[src/design/pidw_pkg.sv]
`timescale 1ns / 1ps

package pidw_pkg;

  // Default values for the top-level parameters.
  localparam int DATA_WIDTH_DEF = 32;
  localparam int FRAC_BITS_DEF  = 16;

  // Fixed field widths.
  localparam int GAIN_W   = 32;
  localparam int VALUE_W  = 32;
  localparam int BAND_W   = 31;
  localparam int ILIM_W   = 31;
  localparam int OLIM_W   = 30;
  localparam int MODE_W   = 2;

  // A scaled product term saturates at plus or minus 2^CAP_LOG2.
  localparam int CAP_LOG2 = 61;
  localparam int TERM_W   = CAP_LOG2 + 2;

  // Configuration register indexes.
  localparam int CFG_INDEX_W = 3;
  localparam logic [CFG_INDEX_W-1:0] REG_PROP_GAIN    = 3'd0;
  localparam logic [CFG_INDEX_W-1:0] REG_INTEG_GAIN   = 3'd1;
  localparam logic [CFG_INDEX_W-1:0] REG_DERIV_GAIN   = 3'd2;
  localparam logic [CFG_INDEX_W-1:0] REG_ERROR_BAND   = 3'd3;
  localparam logic [CFG_INDEX_W-1:0] REG_INTEG_LIMIT  = 3'd4;
  localparam logic [CFG_INDEX_W-1:0] REG_OUTPUT_LIMIT = 3'd5;
  localparam logic [CFG_INDEX_W-1:0] REG_LOOP_MODE    = 3'd6;

  // Loop modes. The unused code behaves as the plain mode.
  localparam logic [MODE_W-1:0] MODE_CLAMP = 2'd0;
  localparam logic [MODE_W-1:0] MODE_WRAP  = 2'd1;
  localparam logic [MODE_W-1:0] MODE_PLAIN = 2'd2;

endpackage

[src/design/pidw_mul.sv]
`timescale 1ns / 1ps

// Registered gain multiply, then a floor shift by the fraction bits and a
// saturation of the scaled term at plus or minus 2^CAP_LOG2.
module pidw_mul
  import pidw_pkg::*;
#(
  parameter int XW        = DATA_WIDTH_DEF,
  parameter int FRAC_BITS = FRAC_BITS_DEF
) (
  input  logic                     clk,
  input  logic                     en,
  input  logic signed [GAIN_W-1:0] gain,
  input  logic signed [XW-1:0]     x,
  output logic signed [TERM_W-1:0] term
);

  localparam int PW = GAIN_W + XW;
  localparam int CW = (PW > 64) ? PW : 64;
  localparam logic signed [CW-1:0] CAP_POS =
    {{(CW-CAP_LOG2-1){1'b0}}, 1'b1, {CAP_LOG2{1'b0}}};
  localparam logic signed [CW-1:0] CAP_NEG = -CAP_POS;

  logic signed [PW-1:0] prod;
  logic signed [PW-1:0] shifted;
  logic signed [CW-1:0] shx;

  always_ff @(posedge clk) begin
    if (en) begin
      prod <= PW'(gain) * PW'(x);
    end
  end

  // Arithmetic shift rounds toward minus infinity.
  assign shifted = prod >>> FRAC_BITS;
  assign shx     = CW'(shifted);

  always_comb begin
    if (shx > CAP_POS) begin
      term = TERM_W'(CAP_POS);
    end else if (shx < CAP_NEG) begin
      term = TERM_W'(CAP_NEG);
    end else begin
      term = TERM_W'(shx);
    end
  end

endmodule

[config.mk]
export PLATFORM = sky130hd
export DESIGN_NAME = pidw_mul
export DESIGN_NICKNAME = d
export VERILOG_FILES = /design/src/design/pidw_pkg.sv /design/src/design/pidw_mul.sv
export SDC_FILE = /design/constraint.sdc
export NUM_CORES = 2
export LEC_CHECK = 0
export BUFFER_PORTS_ARGS = -buffer_cell sky130_fd_sc_hd__buf_4
export CAP_MARGIN = 40
export CORE_AREA = 3 3 356 358
export DETAILED_ROUTE_END_ITERATION = 6
export DIE_AREA = 0 0 359 361
export PLACE_DENSITY = 0.56
export SYNTH_ARGS = -nofsm -noshare
export SYNTH_HDL_FRONTEND = slang
export SYNTH_SLANG_ARGS = --single-unit
export TNS_END_PERCENT = 30
[constraint.sdc]
create_clock -name clk -period 7.5 [get_ports clk]
set_input_delay 0.375 -clock clk [delete_from_list [all_inputs] [get_ports clk]]
set_output_delay 0.375 -clock clk [all_outputs]
set_load 0.02 [all_outputs]
==> out/metrics.cfg <==
[global_route]
grt_pass1_wl_mm=163.7
antenna_found_initial=8
grt_max_degree=49
grt.total_usage_pct=16.18
grt.overflow.total=0
grt_pass1_vias=28840

[die]
boundaryPins=129
die_area_mm2=0.1296
die_h_um=361
start_util_pct=30.00
coreArea_mm2=0.1236
placementRows=129
die_w_um=359

[logic_synthesis]
syn_nets=5169
synth.distinct_cells=57
synth_seq_cells=48
ys_seq_area_share_pct=3.886
yosysWarningCount=0
synth_area_mm2=0.03709
avgSynthCellArea_um2=9.653
syn_inst=3842

[cts]
cts_buffers=5
h-tree-depth=2
cts_buffer_depth=2
cts_hold_buf=0
cts.sinks=48
cts_tree=done
cts_root_buf=clkbuf_16
cts.clk_slew.worst_paths_ns=0.08

[worst_setup_path]
start_kind=input pin
worstPathRequired_ns=7.60
slowest_delay_ns=0.61
cp.buffers_inverters=8
path_max_fanout=8
path_class=input pin to flip-flop
critPathCaptureType=flip-flop
cpLargestDelayFamily=adder cells
arrival_ns=7.40
crit_path_top_delay_cell=fa_2

[route]
vias=25760
drt-initial-drc-count=1091
post_drt_via_cell_ratio=4.450
dr.pass1.iters=5
drc=0
ant_nets=0
wl_per_cell_um=17.43
wirelength_mm=100.9

[layout]
mostFrequentLayoutCell=fa_1
layout-drive-gt1-share_pct=14.05
layout_common_cells=fa_1, inv_1, nand2_1
largest_reg_flops=48
top_register=prod
reg.largest.list=prod (48)
nets=5475
final_cells=5789
area_growth_syn_to_layout_pct=15.79

[sta]
final_hold_viol_count=0
tightest_slew_ns=0.7992
finalCritPeriodShare_pct=97.33
finalMaxSlewViolations=0
min_period_ns=7.300
slew_headroom_pct=46.72
fmax_ghz=0.1370
setup-violations-final=0

[job]
maxCapViolCount=0

[outcome]
status=completed

[place]
gp_congestion=0.8554
portBuffers=128
dp_hpwl_mm=91.61
dp_cells=5762

[worst_hold_path]
hp-class=input pin to flip-flop

-- stage by stage --
stage / setup slack [ns] / hold slack (ns) / cell area (um^2) / TNS (ns) / utilization, %
floorplan: 0.01872 / 0.4875 / 37090 / 0 / -
global placement: -1.420 / 0.8156 / 42220 / -20.73 / 34.15
finish: 0.2004 / 0.5735 / 42940 / 0 / 34.74
detailed placement: -0.9781 / 0.8026 / 42240 / -14.92 / 34.16
global route: -0.005175 / 0.6264 / 42940 / -0.009067 / 34.73
CTS: -0.02905 / 0.6106 / 42480 / -0.06931 / 34.36
-- worst paths after layout --
kind  startpoint                 end  slack, ns  depth (start not counted)
min           en  prod[16]$_DFFE_PP_       0.57                          1
max     gain[31]  prod[62]$_DFFE_PP_       0.20                         27
-- kinds of logic after synthesis --
logic type                 share of synthesized area, %
AOI/OAI and AO/OA                                 2.763
xor gates and xnor gates                          1.441
adders and majority gates                         64.42
buffers and inverters                             12.18
DFF                                               3.886
and+or+nand+nor                                   15.31
-- synthesized netlist by cell type (all sizes together) --
cell type / instances / area [um^2]
a221oi: 2 / 17.52
o21ai: 29 / 145.1
a41oi: 3 / 26.28
a21boi: 3 / 22.52
a32oi: 1 / 8.760
o21a: 1 / 7.510
fa: 1081 / 21640
o41ai: 1 / 8.760
a41o: 1 / 10.01
a31o: 2 / 17.52
xnor2: 37 / 324.1
nor3: 11 / 55.05
nand2: 529 / 1988
and2: 495 / 3097
o2111ai: 1 / 8.760
nand4: 16 / 100.1
nand4b: 1 / 8.760
a211o: 1 / 8.760
a31oi: 8 / 56.30
o21bai: 8 / 60.06
nor2b: 4 / 25.02
o22ai: 1 / 6.260
ha: 180 / 2252
edfxtp: 48 / 1441
and3: 6 / 37.54
a2111oi: 2 / 23.77
nand2b: 11 / 68.82
buf: 20 / 146.4
nor2: 39 / 146.4
a211oi: 3 / 22.52
and4: 2 / 17.52
or2: 3 / 18.77
nand3: 13 / 70.07
xor2: 24 / 210.2
nor4: 2 / 27.53
a21o: 30 / 232.7
clkbuf: 195 / 733.2
a21oi: 47 / 246.5
or4b: 1 / 10.01
inv: 969 / 3637
nor3b: 1 / 7.510
o31ai: 6 / 63.81
o221ai: 1 / 8.760
o211ai: 3 / 22.52
-- final cells by class --
cell class / count / area [um^2]
clock buffers: 6 / 128.9
clock inverters: 2 / 11.26
inverters: 969 / 3647
diodes: 3 / 7.507
flip-flops and latches: 48 / 1441
fillers: 12790 / 80690
repair buffers: 514 / 4197
well taps: 1637 / 2048
multi-input cells: 2610 / 31460
-- repair_timing --
action / CTS / global route
cloned: 0 / 1
pin swaps: 3 / 36
buffers inserted: 5 / 12
endpoints found under the setup margin: 19 / 31
resized for setup: 8 / 73
-- layer usage --
layer	vias to the layer above	GRT usage (%)	part of all wire (%)
met5	-	0	0.058
met4	8	4.818	3.2
met3	115	1.906	3.6
met2	443	30.39	55
met1	13690	19.26	38
li1	11510	-	-
Power is not shown: default switching activity piles up to over one toggle a cycle in this logic, so the estimate is an artifact.
